<file path="src/sv/lfu_pkg.sv">
// lfu_pkg: shared widths, reset values and result field offsets for the lfu page replacement block
// no dependencies; imported by every module of the block

package lfu_pkg;

    // fixed field widths of the item interfaces
    localparam int PAGE_W    = 7;
    localparam int SLOT_W    = 3;
    localparam int FAULT_W   = 16;
    localparam int CFG_W     = 4;

    // defaults for the top level parameters
    localparam int DEF_MAX_FRAMES = 8;
    localparam int DEF_PAGE_COUNT = 128;
    localparam int DEF_COUNT_BITS = 16;

    // reset value of the frames-in-use register
    localparam logic [CFG_W-1:0] CFG_FRAMES_RESET = 4'd3;

    // stream widths, padded to whole bytes
    localparam int S_TDATA_W = 8;
    localparam int M_FIELDS_W = 1 + SLOT_W + 1 + PAGE_W + FAULT_W;
    localparam int M_TDATA_W  = ((M_FIELDS_W + 7) / 8) * 8;

    // result field offsets in m_tdata
    localparam int OFS_HIT   = 0;
    localparam int OFS_SLOT  = OFS_HIT + 1;
    localparam int OFS_VV    = OFS_SLOT + SLOT_W;
    localparam int OFS_VP    = OFS_VV + 1;
    localparam int OFS_FAULT = OFS_VP + PAGE_W;

    // outcome flags of the frame search
    typedef struct packed {
        logic hit;
        logic victim_valid;
    } sel_flags_t;

endpackage

</file>
<file path="src/sv/lfu_cnt_ram.sv">
// lfu_cnt_ram: single-port-write, single-port-read count memory with registered read data
// uses lfu_pkg for its parameter defaults

module lfu_cnt_ram
    import lfu_pkg::*;
#(
    parameter int DEPTH  = DEF_PAGE_COUNT,
    parameter int ADDR_W = $clog2(DEF_PAGE_COUNT),
    parameter int DATA_W = DEF_COUNT_BITS
) (
    input  logic              aclk,
    input  logic              wr_en,
    input  logic [ADDR_W-1:0] wr_addr,
    input  logic [DATA_W-1:0] wr_data,
    input  logic              rd_en,
    input  logic [ADDR_W-1:0] rd_addr,
    output logic [DATA_W-1:0] rd_data
);

    logic [DATA_W-1:0] mem [DEPTH];
    logic [DATA_W-1:0] rd_data_reg;

    always_ff @(posedge aclk) begin
        if (wr_en) begin
            mem[wr_addr] <= wr_data;
        end
    end

    always_ff @(posedge aclk) begin
        if (rd_en) begin
            rd_data_reg <= mem[rd_addr];
        end
    end

    assign rd_data = rd_data_reg;

endmodule

</file>
<file path="src/sv/lfu_frame_sel.sv">
// lfu_frame_sel: hit lookup, first empty frame and least-count victim search over the frames
// depends on lfu_pkg for widths and the sel_flags_t result struct

module lfu_frame_sel
    import lfu_pkg::*;
#(
    parameter int MAX_FRAMES = DEF_MAX_FRAMES,
    parameter int COUNT_BITS = DEF_COUNT_BITS,
    parameter int FIDX_W     = (DEF_MAX_FRAMES > 1) ? $clog2(DEF_MAX_FRAMES) : 1
) (
    input  logic [PAGE_W-1:0]     page_i,
    input  logic [PAGE_W-1:0]     frame_page_i [MAX_FRAMES],
    input  logic [MAX_FRAMES-1:0] frame_occ_i,
    input  logic [COUNT_BITS-1:0] frame_cnt_i [MAX_FRAMES],
    input  logic [MAX_FRAMES-1:0] active_i,
    output sel_flags_t            flags_o,
    output logic [FIDX_W-1:0]     slot_o,
    output logic [PAGE_W-1:0]     victim_page_o
);

    localparam int LVL   = (MAX_FRAMES > 1) ? $clog2(MAX_FRAMES) : 0;
    localparam int NP    = 1 << LVL;
    localparam int NODES = 2 * NP - 1;

    logic [MAX_FRAMES-1:0] match;
    logic [MAX_FRAMES-1:0] empty;
    logic [FIDX_W-1:0]     hit_slot;
    logic [FIDX_W-1:0]     empty_slot;
    logic [FIDX_W-1:0]     min_slot;

    logic [COUNT_BITS-1:0] leaf_cnt [NP];
    logic                  leaf_vld [NP];
    logic [COUNT_BITS-1:0] t_cnt [NODES];
    logic [FIDX_W-1:0]     t_idx [NODES];
    logic                  t_vld [NODES];

    always_comb begin
        for (int i = 0; i < MAX_FRAMES; i++) begin
            match[i] = active_i[i] && frame_occ_i[i] && (frame_page_i[i] == page_i);
            empty[i] = active_i[i] && !frame_occ_i[i];
        end
    end

    // lowest set index wins
    always_comb begin
        hit_slot   = '0;
        empty_slot = '0;
        for (int i = MAX_FRAMES - 1; i >= 0; i--) begin
            if (match[i]) begin
                hit_slot = FIDX_W'(i);
            end
            if (empty[i]) begin
                empty_slot = FIDX_W'(i);
            end
        end
    end

    // leaves padded up to a power of two
    for (genvar gi = 0; gi < NP; gi++) begin : g_leaf
        if (gi < MAX_FRAMES) begin : g_real
            assign leaf_cnt[gi] = frame_cnt_i[gi];
            assign leaf_vld[gi] = active_i[gi];
        end else begin : g_pad
            assign leaf_cnt[gi] = '0;
            assign leaf_vld[gi] = 1'b0;
        end
    end

    // min tree, left child kept on a tie so the lower index wins
    always_comb begin
        logic take_l;
        for (int i = 0; i < NP; i++) begin
            t_cnt[NP-1+i] = leaf_cnt[i];
            t_idx[NP-1+i] = FIDX_W'(i);
            t_vld[NP-1+i] = leaf_vld[i];
        end
        for (int k = NP - 2; k >= 0; k--) begin
            take_l = t_vld[2*k+1] && (!t_vld[2*k+2] || (t_cnt[2*k+1] <= t_cnt[2*k+2]));
            t_cnt[k] = take_l ? t_cnt[2*k+1] : t_cnt[2*k+2];
            t_idx[k] = take_l ? t_idx[2*k+1] : t_idx[2*k+2];
            t_vld[k] = t_vld[2*k+1] || t_vld[2*k+2];
        end
        min_slot = t_idx[0];
    end

    always_comb begin
        flags_o       = '0;
        slot_o        = '0;
        victim_page_o = '0;
        priority if (|match) begin
            flags_o.hit = 1'b1;
            slot_o      = hit_slot;
        end else if (|empty) begin
            slot_o = empty_slot;
        end else begin
            flags_o.victim_valid = 1'b1;
            slot_o               = min_slot;
            victim_page_o        = frame_page_i[min_slot];
        end
    end

endmodule

</file>
<file path="src/sv/lfu_page_replacement.sv">
// lfu_page_replacement: top level of the lfu page replacement block
// depends on lfu_pkg, lfu_cnt_ram and lfu_frame_sel

// usage
//   s_ channel: one page reference per item, page number in s_tdata[6:0]
//   m_ channel: one result per reference (hit, frame slot, victim, fault total)
//   cfg_we / cfg_wdata: writes the frames-in-use register (0 acts as 1, values above
//   MAX_FRAMES act as MAX_FRAMES); write only while no item is in flight
// timing
//   the accept edge reads the item's count from the count memory; the write-back edge
//   writes the incremented count back and loads the result register, waiting while a
//   finished result is still held; no new item is accepted before that write-back,
//   set by the read-modify-write of the single count memory; m_tvalid rises at the
//   write-back edge
// reset
//   aresetn low empties all frames, zeroes the fault counter and sets frames-in-use
//   to 3; afterwards a clearing pass zeroes the count memory one entry per cycle,
//   all PAGE_COUNT entries (128 by default), with s_tready held low
// back-pressure
//   the result register holds while m_tready is low; one more item may be accepted
//   and waits in the write-back step until the result register frees up

module lfu_page_replacement
    import lfu_pkg::*;
#(
    parameter int MAX_FRAMES = DEF_MAX_FRAMES,
    parameter int PAGE_COUNT = DEF_PAGE_COUNT,
    parameter int COUNT_BITS = DEF_COUNT_BITS
) (
    input  logic                 aclk,
    input  logic                 aresetn,
    // frames-in-use register write
    input  logic                 cfg_we,
    input  logic [CFG_W-1:0]     cfg_wdata,
    // page reference items
    input  logic                 s_tvalid,
    output logic                 s_tready,
    input  logic [S_TDATA_W-1:0] s_tdata,   // [6:0] page_number, [7] zero
    // result items
    output logic                 m_tvalid,
    input  logic                 m_tready,
    output logic [M_TDATA_W-1:0] m_tdata    // [0] hit, [3:1] frame_slot, [4] victim_valid,
                                            // [11:5] victim_page, [27:12] fault_total,
                                            // [31:28] zero
);

    localparam int ADDR_W  = $clog2(PAGE_COUNT);
    localparam int FIDX_W  = (MAX_FRAMES > 1) ? $clog2(MAX_FRAMES) : 1;
    localparam int NCNT_W  = ($clog2(MAX_FRAMES + 1) > CFG_W) ? $clog2(MAX_FRAMES + 1) : CFG_W;
    localparam int PAGES_W = 1 << PAGE_W;

    typedef enum logic [1:0] {
        ST_CLEAR,
        ST_IDLE,
        ST_EXEC
    } state_t;

    // control state
    state_t                state_reg;
    logic [ADDR_W-1:0]     clr_addr_reg;
    logic [CFG_W-1:0]      frames_reg;
    logic [FAULT_W-1:0]    fault_reg;
    logic                  m_tvalid_reg;

    // frame table: page, count-entry key and a shadow of that entry's count
    logic [PAGE_W-1:0]     frame_page_reg [MAX_FRAMES];
    logic [ADDR_W-1:0]     frame_key_reg  [MAX_FRAMES];
    logic [COUNT_BITS-1:0] frame_cnt_reg  [MAX_FRAMES];
    logic [MAX_FRAMES-1:0] frame_occ_reg;

    // item in flight and result payload
    logic [PAGE_W-1:0]     page_reg;
    logic [ADDR_W-1:0]     key_reg;
    logic [M_TDATA_W-1:0]  m_tdata_reg;

    logic [ADDR_W-1:0]     key_tbl [PAGES_W];
    logic [PAGE_W-1:0]     s_page;
    logic [ADDR_W-1:0]     s_key;
    logic                  accept;
    logic                  exec_go;

    logic                  ram_wr_en;
    logic [ADDR_W-1:0]     ram_wr_addr;
    logic [COUNT_BITS-1:0] ram_wr_data;
    logic [COUNT_BITS-1:0] ram_rd_data;
    logic [COUNT_BITS-1:0] cnt_new;

    logic [NCNT_W-1:0]     fiu_ext;
    logic [NCNT_W-1:0]     n_active;
    logic [MAX_FRAMES-1:0] active;
    logic [COUNT_BITS-1:0] eff_cnt [MAX_FRAMES];

    sel_flags_t            sel_flags;
    logic [FIDX_W-1:0]     sel_slot;
    logic [PAGE_W-1:0]     sel_victim;

    logic [FAULT_W-1:0]        fault_next;
    logic [FIDX_W+SLOT_W-1:0]  slot_wide;
    logic [M_TDATA_W-1:0]      m_tdata_next;

    // page number to count entry, folded modulo PAGE_COUNT at elaboration
    for (genvar gp = 0; gp < PAGES_W; gp++) begin : g_key
        assign key_tbl[gp] = ADDR_W'(gp % PAGE_COUNT);
    end

    assign s_page   = s_tdata[PAGE_W-1:0];
    assign s_key    = key_tbl[s_page];
    assign s_tready = (state_reg == ST_IDLE);
    assign accept   = s_tvalid && s_tready;
    // write-back waits only while a finished result is still held
    assign exec_go  = (state_reg == ST_EXEC) && (!m_tvalid_reg || m_tready);

    // saturating increment of the count read on the accept edge
    assign cnt_new = (&ram_rd_data) ? ram_rd_data : ram_rd_data + COUNT_BITS'(1);

    // clearing pass and write-back share the memory write port
    always_comb begin
        ram_wr_en   = 1'b0;
        ram_wr_addr = key_reg;
        ram_wr_data = cnt_new;
        if (state_reg == ST_CLEAR) begin
            ram_wr_en   = 1'b1;
            ram_wr_addr = clr_addr_reg;
            ram_wr_data = '0;
        end else if (exec_go) begin
            ram_wr_en = 1'b1;
        end
    end

    lfu_cnt_ram #(
        .DEPTH  (PAGE_COUNT),
        .ADDR_W (ADDR_W),
        .DATA_W (COUNT_BITS)
    ) u_cnt_ram (
        .aclk    (aclk),
        .wr_en   (ram_wr_en),
        .wr_addr (ram_wr_addr),
        .wr_data (ram_wr_data),
        .rd_en   (accept),
        .rd_addr (s_key),
        .rd_data (ram_rd_data)
    );

    // active frame count, clamped to 1..MAX_FRAMES
    assign fiu_ext = NCNT_W'(frames_reg);

    always_comb begin
        priority if (fiu_ext == '0) begin
            n_active = NCNT_W'(1);
        end else if (fiu_ext > NCNT_W'(MAX_FRAMES)) begin
            n_active = NCNT_W'(MAX_FRAMES);
        end else begin
            n_active = fiu_ext;
        end
    end

    // counts as seen after this reference: frames sharing its entry take the new value
    always_comb begin
        for (int i = 0; i < MAX_FRAMES; i++) begin
            active[i]  = NCNT_W'(i) < n_active;
            eff_cnt[i] = (frame_key_reg[i] == key_reg) ? cnt_new : frame_cnt_reg[i];
        end
    end

    lfu_frame_sel #(
        .MAX_FRAMES (MAX_FRAMES),
        .COUNT_BITS (COUNT_BITS),
        .FIDX_W     (FIDX_W)
    ) u_frame_sel (
        .page_i        (page_reg),
        .frame_page_i  (frame_page_reg),
        .frame_occ_i   (frame_occ_reg),
        .frame_cnt_i   (eff_cnt),
        .active_i      (active),
        .flags_o       (sel_flags),
        .slot_o        (sel_slot),
        .victim_page_o (sel_victim)
    );

    // every miss counts as a fault, saturating
    always_comb begin
        fault_next = fault_reg;
        if (!sel_flags.hit && !(&fault_reg)) begin
            fault_next = fault_reg + FAULT_W'(1);
        end
    end

    assign slot_wide    = (FIDX_W + SLOT_W)'(sel_slot);
    assign m_tdata_next = M_TDATA_W'({fault_next, sel_victim, sel_flags.victim_valid,
                                      slot_wide[SLOT_W-1:0], sel_flags.hit});

    // control, frame table and result valid
    always_ff @(posedge aclk) begin
        if (!aresetn) begin
            state_reg     <= ST_CLEAR;
            clr_addr_reg  <= '0;
            frames_reg    <= CFG_FRAMES_RESET;
            fault_reg     <= '0;
            m_tvalid_reg  <= 1'b0;
            frame_occ_reg <= '0;
            for (int i = 0; i < MAX_FRAMES; i++) begin
                frame_page_reg[i] <= '0;
                frame_key_reg[i]  <= '0;
                frame_cnt_reg[i]  <= '0;
            end
        end else begin
            if (cfg_we) begin
                frames_reg <= cfg_wdata;
            end
            // a write-back in the same cycle reloads the valid below
            if (m_tvalid_reg && m_tready && !exec_go) begin
                m_tvalid_reg <= 1'b0;
            end
            unique case (state_reg)
                ST_CLEAR: begin
                    if (clr_addr_reg == ADDR_W'(PAGE_COUNT - 1)) begin
                        state_reg <= ST_IDLE;
                    end else begin
                        clr_addr_reg <= clr_addr_reg + ADDR_W'(1);
                    end
                end
                ST_IDLE: begin
                    if (accept) begin
                        state_reg <= ST_EXEC;
                    end
                end
                ST_EXEC: begin
                    if (exec_go) begin
                        state_reg    <= ST_IDLE;
                        m_tvalid_reg <= 1'b1;
                        fault_reg    <= fault_next;
                        for (int i = 0; i < MAX_FRAMES; i++) begin
                            if (!sel_flags.hit && (sel_slot == FIDX_W'(i))) begin
                                // placement into an empty frame or over the victim
                                frame_page_reg[i] <= page_reg;
                                frame_key_reg[i]  <= key_reg;
                                frame_cnt_reg[i]  <= cnt_new;
                                frame_occ_reg[i]  <= 1'b1;
                            end else if (frame_key_reg[i] == key_reg) begin
                                frame_cnt_reg[i] <= cnt_new;
                            end
                        end
                    end
                end
                default: begin
                    state_reg <= ST_CLEAR;
                end
            endcase
        end
    end

    // payload registers
    always_ff @(posedge aclk) begin
        if (accept) begin
            page_reg <= s_page;
            key_reg  <= s_key;
        end
        if (exec_go) begin
            m_tdata_reg <= m_tdata_next;
        end
    end

    assign m_tvalid = m_tvalid_reg;
    assign m_tdata  = m_tdata_reg;

endmodule

</file>
<file path="config.mk">
export PLATFORM = sky130hd
export DESIGN_NAME = lfu_page_replacement
export DESIGN_NICKNAME = d
export VERILOG_FILES = /design/src/sv/lfu_pkg.sv /design/src/sv/lfu_cnt_ram.sv /design/src/sv/lfu_frame_sel.sv /design/src/sv/lfu_page_replacement.sv
export SDC_FILE = /design/constraint.sdc
export NUM_CORES = 2
export LEC_CHECK = 0
export ABC_CLOCK_PERIOD_IN_PS = 29500
export BUFFER_PORTS_ARGS = -buffer_cell sky130_fd_sc_hd__buf_2
export CAP_MARGIN = 15
export CORE_ASPECT_RATIO = 0.9
export CORE_MARGIN = 2
export CORE_UTILIZATION = 39
export CTS_CLUSTER_DIAMETER = 40
export DETAILED_ROUTE_END_ITERATION = 6
export PLACE_DENSITY_LB_ADDON = 0.05
export SYNTH_ARGS = -nofsm -noshare
export SYNTH_HDL_FRONTEND = slang
export SYNTH_HIERARCHICAL = 1
export SYNTH_SLANG_ARGS = --single-unit
</file>
<file path="constraint.sdc">
create_clock -name aclk -period 29.5 [get_ports aclk]
set_clock_uncertainty 0.15 [all_clocks]
set_input_delay 1.475 -clock aclk [delete_from_list [all_inputs] [get_ports aclk]]
set_output_delay 1.475 -clock aclk [all_outputs]
set_load 0.01 [all_outputs]
</file>
==> run summary <==
Layout cells sized above 1 - 29.7%
WHS Path Cells - 2
Status - finished, final reports clean
Post-DR vias/cell - 5.57
Crit. Startpoint - u_cnt_ram/rd_data[0]
Routed wl met2 - 125,000 um
Cell mode on critical path - ha_1
CP peak stage delay - 810 ps
Total of warnings raised by yosys - 6
Detailed placer's ending HPWL - 163,000 um
Critical Path Stages - 36
Nature of the critical path endpoint - flop
Die Y - 480 um
Clock Sinks - 2,377
Reg2Reg Depth - 36
Post-synth top area share - 69.8%
Cell with the largest stage delay on the worst path - a32o_1
CP Class - flop to flop
Worst hold path class - flop to flop
Fin. max-slew vios - 0
Top Layer Used - met5
GRT Total Usage - 21.3%
Post-CTS Setup Inserts - 0
Final Cycle Share - 45.0%
Crit path buf inv count - 3
Slew @ Worst Pin - 1110 ps
Peak supply drop - 0.0497 mV
Pre-CTS setup slack - 16,380 ps
Startpoint types - flop
Power Total - 8.78 mW
Max reg flops - 2,048
Vias in the first global route - 52,500
Seq/Total Area, Yosys - 71.7%
Flip-flop and latch count after synthesis - 2,377
CTS Buf Count - 385
DR pass1 iterations - 5
Ys async rst share - 0%
Area contributors post-synth - edfxtp_1 70%, mux4_2 15%, dfxtp_1 1.9%
Final setup TNS - 0 ps
Post-DR wirelength/cell - 29.5 um
CP Max Fanout - 30
# setup viols final - 0
CP Data Arrival Time - 13,580 ps
Std-Cell Rows - 174
Syn avg cell area - 18.7 um2
Largest net degree at the start of global routing - 118
Clock slew at reported path FFs - 50 ps
CTS Hold Buffers Added - 0
CP required - 29,810 ps
Worst-Skew Late Latency - 900 ps
First-pass GRT wire length - 392,000 um
Antenna viol nets, final - 0
Reg-to-reg slack, setup - 16,230 ps
GPL Wtd Cong - 0.824
Synth Flop Type - edfxtp_1
Final hold violation count - 0
Worst Min Path Start - frame_occ_reg[5]
# H-tree levels - 5
Grt total ovfl - 0
Total Routed Length - 274,000 um
Final WS setup - 16,230 ps
Post_cts resized - 0
Initial antenna violation count - 27
Number of synthesized flops with an enable pin - 2,283
Layout area overhead - 19.3%
R2R Path Start - u_cnt_ram/rd_data[0]
Metal3 WL - 13,200 um
Area leader, netlist - edfxtp_1
RSZ-0062 raised after global routing - false
Initial DRC count - 4,875
I/O Pins - 51
Fmax - 0.0754 GHz
Max Cap Violations - 0
CORE AREA - 250,000 um2
Crit path max-delay family - compound AO/OA/AOI/OAI gates
CTS root buf - clkbuf_16
Distinct cells, synth - 80
P per Cell Area - 75.0 nW/um2
Leak - 38.5 nW
Netlist Area Pre-Place - 98,200 um2
Fillcell total - 21,100
CTS Buffer Depth - 4
Final min period - 13,270 ps
Slew margin rel. - 25.9%
Initial Util - 39.3%
Die W - 533 um
Input/output buffers - 45
CTS tree - done
Final net count - 5,744
DIE AREA - 256,000 um2
Synth Instances - 5,239
WL met1 - 129,000 um
Via Count - 51,700
DRC Markers - 0
## cells in the final DEF (no fill, tap or decap), types with 20 or more instances in the layout
cell | synthesis | layout
edfxtp_1 | 2283 | 2283
mux4_2 | 672 | 672
clkbuf_16 | 0 | 392
o21ai_0 | 304 | 298
buf_4 | 7 | 235
nor2_1 | 309 | 229
nand2_1 | 152 | 151
a21oi_1 | 135 | 134
ha_1 | 115 | 115
xnor2_1 | 106 | 104
nor3_1 | 110 | 100
dfxtp_1 | 94 | 94
inv_1 | 91 | 90
nand4_1 | 64 | 64
nor2_2 | 1 | 61
a21o_1 | 58 | 58
bufinv_16 | 0 | 57
nand3_1 | 56 | 56
clkinvlp_4 | 0 | 54
clkinv_2 | 0 | 49
buf_2 | 81 | 41
inv_6 | 0 | 38
clkinv_4 | 0 | 35
clkinv_1 | 1 | 33
clkbuf_1 | 186 | 32
nor2b_1 | 26 | 26
nand2b_1 | 25 | 25
a211oi_1 | 25 | 25
xor2_1 | 24 | 24
mux2_2 | 20 | 20
and4_1 | 20 | 20
nor2_4 | 0 | 20
## routing by layer
layer | track usage [%] | vias up
li1 | - | 22300
met1 | 32.0 | 27700
met2 | 32.8 | 1297
met3 | 2.97 | 381
met4 | 5.32 | 4
met5 | 0 | -
## final timing paths
kind | end
worst min-delay path | frame_occ_reg[5]
worst max-delay path | frame_cnt_reg[1][45]
worst min register to register | frame_occ_reg[5]
worst max register to register | frame_cnt_reg[1][45]
## stage by stage
step / area, um2 / hold slack [ps] / instances / utilization (%)
after floorplan: 98200 / 284 / 5247 / -
after global placement: 104000 / 295 / 8563 / 41.4
after detailed placement: 104000 / 301 / 8563 / 41.4
after CTS: 117000 / 309 / 9270 / 46.8
after global routing: 117000 / 332 / 9277 / 46.8
final: 117000 / 308 / 9283 / 46.8
## logic make-up after synthesis
kind of cell | Yosys count | share of synthesized area [%]
other | 2 | 0.00765
and+or+nand+nor | 858 | 4.24
muxes | 711 | 15.8
AOI/OAI and AO/OA | 645 | 3.87
adders and majority gates | 115 | 1.47
DFF | 2377 | 71.7
xor gates and xnor gates | 130 | 1.16
buffers and inverters | 401 | 1.69
## Yosys cell counts, types with 8 or more instances
cell type  number
nand2b_1       25
mux2i_1        19
o31ai_1        15
o211ai_1        8
buf_2          81
mux2_2         20
nand2_1       152
nor2b_1        26
xor2_1         24
dfxtp_1        94
or3_1           8
a21o_1         58
a211oi_1       25
nand4_1        64
o21ai_0       304
xnor2_1       106
and4_1         20
inv_1          91
nor4_2         10
edfxtp_1     2283
nor4_1         20
buf_1          31
a31oi_1        12
clkbuf_1      186
or4_1          17
nand3_1        56
ha_1          115
a21boi_0       19
nor2_1        309
and3_1         13
nor3_1        110
a21oi_1       135
mux4_2        672
o21ai_1        16
## worst reg2reg max path: cells and delay by family, from the launching register on
family	cells	cell delay, ps
AOI/OAI and AO/OA	15	4980
adders and majority gates	4	1340
buffers and inverters	3	1070
and+or+nand+nor	13	4620
DFF	1	460
muxes	1	270
## layout make-up
type,instances,area (um2),area share [%]
Inverter,92,345,0.295
Antenna cell,7,17.5,0.0149
Tap cell,3344,4180,3.57
Sequential cell,2377,70400,60.1
Timing Repair Buffer,287,2170,1.85
Multi-Input combinational cell,2469,26600,22.7
Clock buffer,430,10000,8.54
Clock inverter,277,3400,2.90
## report_power, final
part,switching (mW),internal (mW),leakage [nW]
Clock,1.66,2.97,6.40
Combinational,0.301,0.179,10.0
Sequential,0.00546,3.67,22.1
Total,1.97,6.82,38.5
No activity file was read; power rests on OpenSTA's default activity.
